<file path="src/rtl/ehc_pkg.sv">
package ehc_pkg;

   localparam int unsigned ReqDataWidth = 8;
   localparam int unsigned ReqUserWidth = 2;
   localparam int unsigned RspDataWidth = 8;
   localparam int unsigned VerdictWidth = 2;
   localparam int unsigned PhaseWidth   = 4;
   localparam int unsigned MatchWidth   = 4;

   // parse phases
   localparam logic [PhaseWidth-1:0] PH_LEAD       = 4'd0;
   localparam logic [PhaseWidth-1:0] PH_NAME       = 4'd1;
   localparam logic [PhaseWidth-1:0] PH_NAME_TRAIL = 4'd2;
   localparam logic [PhaseWidth-1:0] PH_VAL_START  = 4'd3;
   localparam logic [PhaseWidth-1:0] PH_VAL_TOKEN  = 4'd4;
   localparam logic [PhaseWidth-1:0] PH_VAL_QUOTED = 4'd5;
   localparam logic [PhaseWidth-1:0] PH_VAL_ESC    = 4'd6;
   localparam logic [PhaseWidth-1:0] PH_AFTER_VAL  = 4'd7;
   localparam logic [PhaseWidth-1:0] PH_PARAM_LEAD = 4'd8;
   localparam logic [PhaseWidth-1:0] PH_PNAME      = 4'd9;

   // verdict codes
   localparam logic [VerdictWidth-1:0] VERDICT_NONE        = 2'd0;
   localparam logic [VerdictWidth-1:0] VERDICT_CONTINUE    = 2'd1;
   localparam logic [VerdictWidth-1:0] VERDICT_UNSUPPORTED = 2'd2;
   localparam logic [VerdictWidth-1:0] VERDICT_ERROR       = 2'd3;

   localparam logic [MatchWidth-1:0] MATCH_LEN = 4'd12;

   localparam logic [7:0] CHAR_COMMA  = 8'h2C;
   localparam logic [7:0] CHAR_SEMI   = 8'h3B;
   localparam logic [7:0] CHAR_EQUAL  = 8'h3D;
   localparam logic [7:0] CHAR_QUOTE  = 8'h22;
   localparam logic [7:0] CHAR_BSLASH = 8'h5C;

   typedef struct packed {
      logic [7:0] data_byte;
      logic       has_byte;
      logic       end_of_field;
      logic       end_of_header;
   } item_type;

   // "100-continue", one character per match position
   function automatic logic [7:0] match_char(input logic [MatchWidth-1:0] pos);
      logic [7:0] ch;
      case (pos)
         4'd0:    ch = "1";
         4'd1:    ch = "0";
         4'd2:    ch = "0";
         4'd3:    ch = "-";
         4'd4:    ch = "c";
         4'd5:    ch = "o";
         4'd6:    ch = "n";
         4'd7:    ch = "t";
         4'd8:    ch = "i";
         4'd9:    ch = "n";
         4'd10:   ch = "u";
         4'd11:   ch = "e";
         default: ch = 8'h00;
      endcase
      return ch;
   endfunction

   function automatic logic is_ows(input logic [7:0] c);
      return (c == 8'h20) || (c == 8'h09);
   endfunction

   function automatic logic is_tchar(input logic [7:0] c);
      logic ok;
      case (c) inside
         [8'h30:8'h39], [8'h41:8'h5A], [8'h61:8'h7A]: ok = 1'b1;
         8'h21, 8'h23, 8'h24, 8'h25, 8'h26, 8'h27, 8'h2A, 8'h2B,
         8'h2D, 8'h2E, 8'h5E, 8'h5F, 8'h60, 8'h7C, 8'h7E: ok = 1'b1;
         default: ok = 1'b0;
      endcase
      return ok;
   endfunction

   function automatic logic is_qdtext(input logic [7:0] c);
      logic ok;
      case (c) inside
         8'h09, 8'h20, 8'h21, [8'h23:8'h5B], [8'h5D:8'h7E], [8'h80:8'hFF]: ok = 1'b1;
         default: ok = 1'b0;
      endcase
      return ok;
   endfunction

   function automatic logic is_pair_byte(input logic [7:0] c);
      logic ok;
      case (c) inside
         8'h09, [8'h20:8'h7E], [8'h80:8'hFF]: ok = 1'b1;
         default: ok = 1'b0;
      endcase
      return ok;
   endfunction

endpackage

</file>
<file path="src/rtl/ehc_parser.sv">
module ehc_parser (
   input  logic                              clock,
   input  logic                              reset,
   input  logic                              step_valid,
   input  ehc_pkg::item_type                 step,
   output logic                              verdict_valid,
   output logic [ehc_pkg::VerdictWidth-1:0]  verdict
);

   logic [ehc_pkg::PhaseWidth-1:0] phase_ff, phase_in;
   logic [ehc_pkg::MatchWidth-1:0] match_pos_ff, match_pos_in;
   logic name_ok_ff, name_ok_in;
   logic extras_ff, extras_in;
   logic seen_any_ff, seen_any_in;
   logic seen_unsup_ff, seen_unsup_in;
   logic seen_err_ff, seen_err_in;

   logic [7:0] c;
   logic [7:0] c_low;
   logic       do_match;
   logic       finish;
   logic       bad;

   assign c     = step.data_byte;
   assign c_low = (c >= 8'h41 && c <= 8'h5A) ? c + 8'h20 : c;

   always_comb begin
      phase_in      = phase_ff;
      match_pos_in  = match_pos_ff;
      name_ok_in    = name_ok_ff;
      extras_in     = extras_ff;
      seen_any_in   = seen_any_ff;
      seen_unsup_in = seen_unsup_ff;
      seen_err_in   = seen_err_ff;
      do_match      = 1'b0;
      finish        = 1'b0;
      bad           = 1'b0;
      verdict       = ehc_pkg::VERDICT_NONE;

      if (step_valid && step.has_byte && !seen_err_ff) begin
         unique case (phase_ff)
            ehc_pkg::PH_LEAD: begin
               if (ehc_pkg::is_ows(c) || c == ehc_pkg::CHAR_COMMA) begin
               end else if (ehc_pkg::is_tchar(c)) begin
                  phase_in = ehc_pkg::PH_NAME;
                  do_match = 1'b1;
               end else bad = 1'b1;
            end
            ehc_pkg::PH_NAME: begin
               if (ehc_pkg::is_tchar(c)) do_match = 1'b1;
               else if (c == ehc_pkg::CHAR_EQUAL) begin
                  extras_in = 1'b1;
                  phase_in  = ehc_pkg::PH_VAL_START;
               end else if (ehc_pkg::is_ows(c)) phase_in = ehc_pkg::PH_NAME_TRAIL;
               else if (c == ehc_pkg::CHAR_COMMA) finish = 1'b1;
               else bad = 1'b1;
            end
            ehc_pkg::PH_NAME_TRAIL: begin
               if (ehc_pkg::is_ows(c)) begin
               end else if (c == ehc_pkg::CHAR_COMMA) finish = 1'b1;
               else bad = 1'b1;
            end
            ehc_pkg::PH_VAL_START: begin
               if (c == ehc_pkg::CHAR_QUOTE) phase_in = ehc_pkg::PH_VAL_QUOTED;
               else if (ehc_pkg::is_tchar(c)) phase_in = ehc_pkg::PH_VAL_TOKEN;
               else bad = 1'b1;
            end
            ehc_pkg::PH_VAL_TOKEN: begin
               if (ehc_pkg::is_tchar(c)) begin
               end else if (ehc_pkg::is_ows(c)) phase_in = ehc_pkg::PH_AFTER_VAL;
               else if (c == ehc_pkg::CHAR_SEMI) phase_in = ehc_pkg::PH_PARAM_LEAD;
               else if (c == ehc_pkg::CHAR_COMMA) finish = 1'b1;
               else bad = 1'b1;
            end
            ehc_pkg::PH_VAL_QUOTED: begin
               if (c == ehc_pkg::CHAR_QUOTE) phase_in = ehc_pkg::PH_AFTER_VAL;
               else if (c == ehc_pkg::CHAR_BSLASH) phase_in = ehc_pkg::PH_VAL_ESC;
               else if (!ehc_pkg::is_qdtext(c)) bad = 1'b1;
            end
            ehc_pkg::PH_VAL_ESC: begin
               if (ehc_pkg::is_pair_byte(c)) phase_in = ehc_pkg::PH_VAL_QUOTED;
               else bad = 1'b1;
            end
            ehc_pkg::PH_AFTER_VAL: begin
               if (ehc_pkg::is_ows(c)) begin
               end else if (c == ehc_pkg::CHAR_SEMI) phase_in = ehc_pkg::PH_PARAM_LEAD;
               else if (c == ehc_pkg::CHAR_COMMA) finish = 1'b1;
               else bad = 1'b1;
            end
            ehc_pkg::PH_PARAM_LEAD: begin
               if (ehc_pkg::is_ows(c) || c == ehc_pkg::CHAR_SEMI) begin
               end else if (c == ehc_pkg::CHAR_COMMA) finish = 1'b1;
               else if (ehc_pkg::is_tchar(c)) phase_in = ehc_pkg::PH_PNAME;
               else bad = 1'b1;
            end
            ehc_pkg::PH_PNAME: begin
               if (ehc_pkg::is_tchar(c)) begin
               end else if (c == ehc_pkg::CHAR_EQUAL) phase_in = ehc_pkg::PH_VAL_START;
               else bad = 1'b1;
            end
            default: bad = 1'b1;
         endcase
      end

      if (do_match) begin
         if (name_ok_ff && match_pos_ff < ehc_pkg::MATCH_LEN &&
             c_low == ehc_pkg::match_char(match_pos_ff)) begin
            match_pos_in = match_pos_ff + 4'd1;
         end else begin
            name_ok_in = 1'b0;
         end
      end

      if (bad) seen_err_in = 1'b1;

      // field end: close an element that may end here, else it is cut short
      if (step_valid && (step.end_of_field || step.end_of_header) && !seen_err_in &&
          !finish) begin
         if (phase_in == ehc_pkg::PH_NAME || phase_in == ehc_pkg::PH_NAME_TRAIL ||
             phase_in == ehc_pkg::PH_VAL_TOKEN || phase_in == ehc_pkg::PH_AFTER_VAL ||
             phase_in == ehc_pkg::PH_PARAM_LEAD) begin
            finish = 1'b1;
         end else if (phase_in != ehc_pkg::PH_LEAD) begin
            seen_err_in = 1'b1;
         end
      end

      if (finish) begin
         seen_any_in = 1'b1;
         if (!(name_ok_in && match_pos_in == ehc_pkg::MATCH_LEN && !extras_in))
            seen_unsup_in = 1'b1;
      end

      if (finish || (step_valid && (step.end_of_field || step.end_of_header))) begin
         phase_in     = ehc_pkg::PH_LEAD;
         match_pos_in = '0;
         name_ok_in   = 1'b1;
         extras_in    = 1'b0;
      end

      if (seen_err_in) verdict = ehc_pkg::VERDICT_ERROR;
      else if (!seen_any_in) verdict = ehc_pkg::VERDICT_NONE;
      else if (seen_unsup_in) verdict = ehc_pkg::VERDICT_UNSUPPORTED;
      else verdict = ehc_pkg::VERDICT_CONTINUE;

      if (step_valid && step.end_of_header) begin
         seen_any_in   = 1'b0;
         seen_unsup_in = 1'b0;
         seen_err_in   = 1'b0;
      end
   end

   assign verdict_valid = step_valid && step.end_of_header;

   always_ff @(posedge clock) begin
      if (reset) begin
         phase_ff      <= ehc_pkg::PH_LEAD;
         match_pos_ff  <= '0;
         name_ok_ff    <= 1'b1;
         extras_ff     <= 1'b0;
         seen_any_ff   <= 1'b0;
         seen_unsup_ff <= 1'b0;
         seen_err_ff   <= 1'b0;
      end else begin
         phase_ff      <= phase_in;
         match_pos_ff  <= match_pos_in;
         name_ok_ff    <= name_ok_in;
         extras_ff     <= extras_in;
         seen_any_ff   <= seen_any_in;
         seen_unsup_ff <= seen_unsup_in;
         seen_err_ff   <= seen_err_in;
      end
   end

`ifndef ASSERT_OFF
   a_phase_range: assert property (@(posedge clock) disable iff (reset)
      phase_ff <= ehc_pkg::PH_PNAME)
      else $error("parse phase out of range");

   a_match_range: assert property (@(posedge clock) disable iff (reset)
      match_pos_ff <= ehc_pkg::MATCH_LEN)
      else $error("match position past end of name");

   a_err_sticky: assert property (@(posedge clock) disable iff (reset)
      (seen_err_ff && !(step_valid && step.end_of_header)) |=> seen_err_ff)
      else $error("syntax error dropped before header end");
`endif

endmodule

</file>
<file path="src/rtl/http_expect_header_classifier_core.sv">
// Expect header classifier core.
// req channel: one word per byte of an Expect field value. tdata carries the
// byte, tuser[0] says the byte is present, tuser[1] closes the current field
// value, tlast closes the whole header (and the field it is in).
// rsp channel: one word per header, sent for the tlast word; tdata[1:0] is
// the verdict: none, continue, unsupported or syntax error.
// The verdict for a tlast word is registered: the parser works on the word in the input
// register, and the result register loads its verdict when that word leaves the input register.
// Throughput: one word per cycle, unless a tlast word waits on a stalled rsp; the parser updates
// its few state bits in a single pass between the input register and the result register.
// If rsp is stalled, byte words keep flowing; only a following tlast word
// waits in the input register until the pending verdict is taken, and while it
// waits req_tready is low.
// Reset clears both registers and the parse state; a header that was in
// progress is dropped and no verdict is sent for it.
module http_expect_header_classifier_core (
   input  logic                               clock,
   input  logic                               reset,
   input  logic                               req_tvalid,
   output logic                               req_tready,
   input  logic [ehc_pkg::ReqDataWidth-1:0]   req_tdata,  // data_byte
   input  logic [ehc_pkg::ReqUserWidth-1:0]   req_tuser,  // has_byte, end_of_field
   input  logic                               req_tlast,
   output logic                               rsp_tvalid,
   input  logic                               rsp_tready,
   output logic [ehc_pkg::RspDataWidth-1:0]   rsp_tdata   // verdict, zero fill
);

   ehc_pkg::item_type in_ff, in_in;
   logic in_valid_ff, in_valid_in;
   logic out_valid_ff, out_valid_in;
   logic [ehc_pkg::VerdictWidth-1:0] verdict_ff, verdict_in;
   logic advance;
   logic verdict_valid;
   logic [ehc_pkg::VerdictWidth-1:0] verdict;

   assign advance = in_valid_ff && (!in_ff.end_of_header || !out_valid_ff || rsp_tready);
   assign req_tready = !in_valid_ff || advance;

   assign in_in.data_byte     = req_tdata;
   assign in_in.has_byte      = req_tuser[0];
   assign in_in.end_of_field  = req_tuser[1];
   assign in_in.end_of_header = req_tlast;

   always_comb begin
      if (req_tvalid && req_tready) in_valid_in = 1'b1;
      else if (advance) in_valid_in = 1'b0;
      else in_valid_in = in_valid_ff;
   end

   ehc_parser u_parser (
      .clock         (clock),
      .reset         (reset),
      .step_valid    (advance),
      .step          (in_ff),
      .verdict_valid (verdict_valid),
      .verdict       (verdict)
   );

   always_comb begin
      if (verdict_valid) out_valid_in = 1'b1;
      else if (rsp_tready) out_valid_in = 1'b0;
      else out_valid_in = out_valid_ff;
   end

   assign verdict_in = verdict_valid ? verdict : verdict_ff;

   always_ff @(posedge clock) begin
      if (reset) begin
         in_valid_ff  <= 1'b0;
         out_valid_ff <= 1'b0;
      end else begin
         in_valid_ff  <= in_valid_in;
         out_valid_ff <= out_valid_in;
      end
   end

   always_ff @(posedge clock) begin
      if (req_tvalid && req_tready) in_ff <= in_in;
      verdict_ff <= verdict_in;
   end

   assign rsp_tvalid = out_valid_ff;
   assign rsp_tdata  = {{(ehc_pkg::RspDataWidth - ehc_pkg::VerdictWidth){1'b0}}, verdict_ff};

`ifndef ASSERT_OFF
   a_reset_idle: assert property (@(posedge clock)
      (!reset && $past(reset)) |-> !rsp_tvalid)
      else $error("result valid right after reset");

   a_verdict_loaded: assert property (@(posedge clock) disable iff (reset)
      (in_valid_ff && advance && in_ff.end_of_header) |=> rsp_tvalid)
      else $error("header end advanced without a verdict");

   a_ready_only_blocked: assert property (@(posedge clock) disable iff (reset)
      !req_tready |-> (in_valid_ff && in_ff.end_of_header && rsp_tvalid && !rsp_tready))
      else $error("input stalled without a pending verdict");
`endif

endmodule
</file>
<file path="config.mk">
export PLATFORM = sky130hd
export DESIGN_NAME = http_expect_header_classifier_core
export DESIGN_NICKNAME = d
export VERILOG_FILES = /design/src/rtl/ehc_pkg.sv /design/src/rtl/ehc_parser.sv /design/src/rtl/http_expect_header_classifier_core.sv
export SDC_FILE = /design/constraint.sdc
export NUM_CORES = 1
export LEC_CHECK = 0
export BUFFER_PORTS_ARGS = -buffer_cell sky130_fd_sc_hd__buf_2
export CELL_PAD_IN_SITES_DETAIL_PLACEMENT = 1
export CELL_PAD_IN_SITES_GLOBAL_PLACEMENT = 2
export CORE_AREA = 2 2 76 107
export CTS_CLUSTER_DIAMETER = 40
export DETAILED_ROUTE_END_ITERATION = 10
export DIE_AREA = 0 0 78 109
export PLACE_DENSITY = 0.93
export SYNTH_ARGS = -nofsm -noshare
export SYNTH_HDL_FRONTEND = slang
export SYNTH_SLANG_ARGS = --single-unit
</file>
<file path="constraint.sdc">
create_clock -name clock -period 8.65 [get_ports clock]
set_clock_uncertainty 0.15 [all_clocks]
set_input_delay 1.73 -clock clock [delete_from_list [all_inputs] [get_ports clock]]
set_output_delay 1.73 -clock clock [all_outputs]
set_load 0.005 [all_outputs]
</file>
==> impl_metrics.yaml, run 1 <==
floorplan:
  core_um2: 7610
  num_rows: 38
  start_util_pct: 37.5
  die-width_um: 78
  fp.dieArea_um2: 8500
  ios: 25
  die_h_um: 109
clock_network:
  clkSlewWorstSetupHoldPaths_ps: 70
  numClockSinks: 35
  ctsHoldBuffers: 0
  postCtsResizedCells: 0
  clk_latency_ps: 290
  clock-root-buffer: "clkbuf_8"
  htreeDepth: 2
  cts_setup_buffers: 0
  cts-buffers-inserted: 5
  cts.path.max_buffers: 2
  cts_tree: "yes"
worst_setup_path:
  crit_family: "simple AND/OR/NAND/NOR gates"
  slowest_stage: "nor2b_1"
  crit_required_ps: 6770
  rrSetupSlack_ps: 4520
  crit_type: "input port to primary output"
  cp_num_buf_inv: 2
  path_cells: "buf_2, nor2b_1, nand3_1, buf_2"
  r2r_start: "in_ff[8]$_DFFE_PP_"
  crit_end: "req_tready"
  worstPathArrival_ps: 2360
  cp_slowest_stage_delay_ps: 240
  start_kind: "input port"
  worstPathMaxFanout: 4
  cp-end-kind: "primary output"
  critPathLaunch: "rsp_tready"
  reg2reg_depth: 11
  cpMostUsedCell: "buf_2"
  worst-path-stages: 4
logic_synthesis:
  yosysTopAreaCell: "dfxtp_1"
  ys_seq_area_share_pct: 29.2
  synthCells: 339
  yosysWarnings: 0
  async_reset_ff_share_pct: 0
  synthTopCellsByCount: "nor2_1, dfxtp_1, nand2_1"
  synth-edff-count: 13
  netlist_top_cells_area: "dfxtp_1, edfxtp_1, nor2_1, ha_1, a21oi_1"
  synthFlopType: "dfxtp_1"
  yosysTopAreaCellShare_pct: 15.5
  yosysMostFrequentCell: "nor2_1"
  avgSynthCellArea_um2: 8.40
  ys_ff_latch: 35
  yosysUniqueCellTypes: 82
  netlist_area_um2: 2850
status:
  status: "finished, final reports clean"
drt:
  totalWireLength_um: 7670
  vias_per_cell: 5.73
  drc: 0
  drt_iter0_markers: 223
  antenna_left: 0
  routedWlPerCell_um: 17.2
  vias: 2555
  dr.pass1.iters: 4
final_layout:
  diodes: 0
  final_area_um2: 3060
  num-fill-cells: 947
  drive_above_1_share_pct: 14.5
  nets: 371
  multi_input_area_um2: 1840
  area_growth_syn_to_layout_pct: 7.33
  seq_area_um2: 831
timing:
  setup_viol: 0
  hold_viol: 0
  rsz0062_at_grt: "false"
  fin_setup_tns_ps: 0
  min_period_over_period_pct: 49.1
  relSlewSlack_pct: 44.8
  maxSlewViolCount: 0
  worst_slew_pin_slew_ps: 807
  fin_crit_ps: 4240
  timing.fmax_mhz: 236
power:
  peakVddDrop_uv: 96.5
  leakage_nw: 1.14
  p_per_area_nw_per_um2: 124
place:
  post_dp_cell_area_um2: 2950
  gp_congestion: 0.875
  port-buffer-count: 18
  dp_hpwl_um: 5730
global_route:
  grt_pass1_vias: 2673
  gr-usage-all-layers_pct: 18.8
  antenna_found_initial: 0
  grt_max_degree: 22
  grt_pass1_wl_um: 12800
  overflow: 0
worst_hold_path:
  worstHoldPathCells: 2
  min_path_type: "flip-flop to flip-flop"
  min_from: "u_parser.extras_ff$_SDFF_PP0_"
job:
  maxCapViolations: 0
-- placed cells by master, fill, tap and decap left out, drive strengths merged, types with 4 or more instances in the layout --
| master | netlist | final |
|---|---|---|
| a211oi | 4 | 4 |
| a21oi | 18 | 18 |
| a31oi | 6 | 6 |
| and2 | 4 | 4 |
| and3 | 5 | 5 |
| buf | 17 | 19 |
| clkbuf | 8 | 7 |
| conb | 1 | 6 |
| dfxtp | 22 | 22 |
| edfxtp | 13 | 13 |
| ha | 11 | 11 |
| inv | 13 | 13 |
| mux2i | 4 | 4 |
| nand2 | 19 | 19 |
| nand2b | 9 | 9 |
| nand3 | 4 | 4 |
| nand3b | 8 | 8 |
| nand4 | 6 | 6 |
| nor2 | 40 | 40 |
| nor2b | 7 | 7 |
| nor3 | 14 | 14 |
| nor4 | 5 | 5 |
| o211ai | 6 | 6 |
| o21ai | 14 | 14 |
| o22ai | 4 | 4 |
| or2 | 8 | 8 |
| or3 | 4 | 4 |
| xnor2 | 9 | 9 |
-- worst min path at each step --
stage          slack (ps)                         endpoint
2_1_floorplan         290    u_parser.extras_ff$_SDFF_PP0_
5_1_grt               390  u_parser.seen_any_ff$_SDFF_PP0_
4_1_cts               340    u_parser.extras_ff$_SDFF_PP0_
3_5_place_dp          320    u_parser.extras_ff$_SDFF_PP0_
3_3_place_gp          300    u_parser.extras_ff$_SDFF_PP0_
6_report              330    u_parser.extras_ff$_SDFF_PP0_
-- report_power, final --
part           internal (mW)  switching, mW
clock network         0.0816         0.0592
registers              0.176         0.0128
logic                 0.0213         0.0278
-- per-layer routing --
| metal | GRT usage, % | vias up | wire length (um) |
|---|---|---|---|
| li1 | - | 1246 | - |
| met1 | 20.7 | 1258 | 3080 |
| met2 | 36.1 | 36 | 4200 |
| met3 | 1.99 | 15 | 161 |
| met4 | 8.02 | 0 | 230 |
| met5 | 0 | - | 0 |
-- per-stage QoR --
| stage | hold WS [ps] | cells | utilization (%) | worst slack [ps] | power (mW) |
|---|---|---|---|---|---|
| after global routing | 388 | 446 | 40.2 | 4160 | 0.396 |
| after floorplan | 292 | 344 | - | 4620 | 0.229 |
| final | 328 | 446 | 40.2 | 4410 | 0.379 |
| after detailed placement | 320 | 438 | 38.7 | 4230 | 0.242 |
| after CTS | 338 | 446 | 40.2 | 4390 | 0.382 |
| after global placement | 302 | 438 | 38.7 | 4320 | 0.240 |
-- worst min-delay path: cells and delay by family (launching register included) --
kind	cells	cell delay (ps)
DFF	1	330
and+or+nand+nor	2	120
-- cell type report --
type | count | area share, %
clock inverters | 1 | 0.164
clock buffers | 7 | 3.52
well taps | 100 | 4.09
inverters | 14 | 1.72
flip-flops and latches | 35 | 27.2
multi-input cells | 270 | 60.1
repair buffers | 19 | 3.19
-- kinds of logic (layout without fill, tap and decap cells) --
group | count (synthesis) | in the layout | share of synthesized area [%]
and+or+nand+nor | 150 | 150 | 31.2
muxes | 5 | 5 | 1.93
AOI/OAI and AO/OA | 86 | 86 | 21.9
xor gates and xnor gates | 12 | 12 | 3.95
DFF | 35 | 35 | 29.2
adders and majority gates | 11 | 11 | 4.83
other | 1 | 6 | 0.132
buffers and inverters | 39 | 41 | 6.94
Note: power is estimated with default switching activity, not from simulation.
==> run 2: changes to the inputs <==
Settings changed: ABC_AREA set to 1, CORE_AREA 2 2 76 107 to 2 2 83 117, DIE_AREA 0 0 78 109 to 0 0 85 119, PLACE_DENSITY 0.93 to 0.86.
Clock period 8.65 ns to 3.45 ns, I/O delays scaled along.
==> run 2 against run 1 <==
Against the previous run:
- synthesized area fell by 6.7%
- critical path type is now flip-flop to flip-flop
- final area rose by 2.2%
- synthesized cell count grew 17%
- largest cell class unchanged
- first-iteration DRC count decreased by 56%
- final cell count up 22%
- worst setup slack lost 4200 ps
==> impl_metrics.yaml, run 2 <==
status:
  status: "finished, final reports clean"
floorplan:
  die_h_um: 119
  num_rows: 42
  fp.dieArea_um2: 10100
  core_um2: 9200
  die-width_um: 85
  start_util_pct: 28.9
  ios: 25
timing:
  maxSlewViolCount: 0
  fin_setup_tns_ps: 0
  setup_viol: 0
  hold_viol: 0
  timing.fmax_mhz: 308
  min_period_over_period_pct: 94.0
  fin_crit_ps: 3240
logic_synthesis:
  yosysUniqueCellTypes: 45
  netlist_area_um2: 2660
  synthCells: 395
  synth-edff-count: 13
  netlist_top_cells_area: "dfxtp_1, edfxtp_1, nand2_1, nor2_1, inv_1"
  synth_xor_area_share_pct: 0.989
  synthFlopType: "dfxtp_1"
  synth_compound_area_share_pct: 11.3
  synth_top_family_by_area: "simple AND/OR/NAND/NOR gates"
  ys_seq_area_share_pct: 31.3
  async_reset_ff_share_pct: 0
  synth-simple-area-share_pct: 40.2
  avgSynthCellArea_um2: 6.73
  ys_ff_latch: 35
  yosysWarnings: 0
  synthAdderAreaFrac_pct: 5.18
  synth_mux_area_share_pct: 0.518
  yosysMostFrequentCell: "nand2_1"
  synthTopCellsByCount: "nand2_1, nor2_1, inv_1"
  yosysTopAreaCell: "dfxtp_1"
  yosysTopAreaCellShare_pct: 16.6
clock_network:
  numClockSinks: 35
  cts_tree: "yes"
  clk_latency_ps: 280
  clock-root-buffer: "clkbuf_16"
  cts-buffers-inserted: 5
  cts.path.max_buffers: 2
  htreeDepth: 2
  clkSlewWorstSetupHoldPaths_ps: 50
  ctsHoldBuffers: 0
place:
  dp_hpwl_um: 6680
  port-buffer-count: 18
  gp_congestion: 0.894
  post_dp_cell_area_um2: 2920
power:
  combPwrFrac_pct: 15.9
  p_switching_mw: 0.286
  peakVddDrop_uv: 208
  switching_share_pct: 26.6
  p_per_area_nw_per_um2: 345
  p_total_mw: 1.08
  leakage_nw: 1.46
  p_int_mw: 0.792
  clockPowerShare_pct: 41.3
  seq_power_share_pct: 42.8
final_layout:
  drive_above_1_share_pct: 18.3
  area_growth_syn_to_layout_pct: 17.6
  num-fill-cells: 1157
  multi_input_area_um2: 1600
  diodes: 0
  seq_area_um2: 831
  layout_common_cells: "nand2_1, nor2_1, inv_1"
  mostFrequentLayoutCell: "nand2_1"
  nets: 457
  final_area_um2: 3130
worst_setup_path:
  cp-end-kind: "flip-flop"
  worstPathArrival_ps: 3250
  path_cells: "buf_4, a21oi_1, o21ai_2, nand2_2, nand2_4, or2_1, nand2_1, nor2_1, nor3_1, nand2_2, xnor2_1, nand2_1, ha_1, o21ai_0, o22ai_1"
  crit_type: "flip-flop to flip-flop"
  crit_family: "simple AND/OR/NAND/NOR gates"
  worstPathMaxFanout: 6
  slowest_stage: "edfxtp_1"
  crit_required_ps: 3460
  cp_slowest_stage_delay_ps: 470
  cp_num_buf_inv: 1
  start_kind: "flip-flop"
global_route:
  gr-usage-all-layers_pct: 16.3
  grt_pass1_wl_um: 13200
  grt_pass1_vias: 2820
  antenna_found_initial: 0
  overflow: 0
  grt_max_degree: 12
drt:
  totalWireLength_um: 7940
  dr.pass1.iters: 4
  antenna_left: 0
  drc: 0
  vias_per_cell: 4.85
  vias: 2631
  drt_iter0_markers: 98
  routedWlPerCell_um: 14.7
job:
  maxCapViolations: 0
worst_hold_path:
  min_path_type: "flip-flop to flip-flop"
run 2: metrics by stage:
step                      util (%)  cells  setup WS [ps]  hold WS (ps)
after global routing          34.0    542          -25.8           374
after floorplan                  -    400            506           289
after detailed placement      31.8    530          -4.72           318
after CTS                     33.4    538            125           337
after global placement        31.8    530         -0.345           320
final                         34.0    542            205           335
run 2: timing repair:
action,CTS,global route
resized for setup,0,6
setup buffers,0,4
setup endpoints to repair,0,7
run 2: metal layers:
| metal | share of wire (%) | GRT usage, % | wire, um |
|---|---|---|---|
| met3 | 1.5 | 2.49 | 121 |
| met2 | 59 | 32.6 | 4660 |
| met1 | 37 | 16.0 | 2930 |
| met4 | 2.9 | 6.94 | 230 |
| met5 | 0 | 0 | 0 |
run 2: logic make-up (layout without fill, tap and decap cells):
logic type	Yosys count	after routing
multiplexers	1	1
AND/OR/NAND/NOR	228	228
XOR/XNOR	3	3
AO/OA/AOI/OAI	49	49
adder cells (fa/ha/maj)	11	11
flip-flops	35	35
buffers and inverters	67	99
other	1	6
run 2: worst reg2reg max path: stages (launching register included):
cell	delay, ps
edfxtp_1	470
buf_4	190
a21oi_1	300
o21ai_2	110
nand2_2	110
nand2_4	90
or2_1	230
nand2_1	80
nor2_1	70
nor3_1	230
nand2_2	140
xnor2_1	200
nand2_1	150
ha_1	330
o21ai_0	190
o22ai_1	90
run 2: cell type report:
cell class                 count  area share, %
clock buffer                   7           4.56
clock inverter                 1          0.160
inverter                      60           7.25
multi-input combinational    298           51.0
sequential                    35           26.6
tap                          110           4.40
timing repair buffer          31           6.00
run 2: path summary, 6_finish.rpt:
kind	from	endpoint	slack, ps	depth (start not counted)
min reg2reg	u_parser.seen_unsup_ff$_SDFF_PP0_	u_parser.seen_unsup_ff$_SDFF_PP0_	340	2
max reg2reg	in_ff[10]$_DFFE_PP_	flip-flop	210	15
max	in_ff[10]$_DFFE_PP_	flip-flop	210	15
min	u_parser.seen_unsup_ff$_SDFF_PP0_	u_parser.seen_unsup_ff$_SDFF_PP0_	340	2
run 2: power groups by stage:
| stage | registers (mW) | clock network, mW | logic (mW) |
|---|---|---|---|
| 2_1_floorplan | 0.465 | 0 | 0.118 |
| 4_1_cts | 0.461 | 0.455 | 0.165 |
| 6_report | 0.461 | 0.445 | 0.171 |
| 3_3_place_gp | 0.469 | 0 | 0.160 |
| 3_5_place_dp | 0.470 | 0 | 0.164 |
| 5_1_grt | 0.463 | 0.472 | 0.194 |
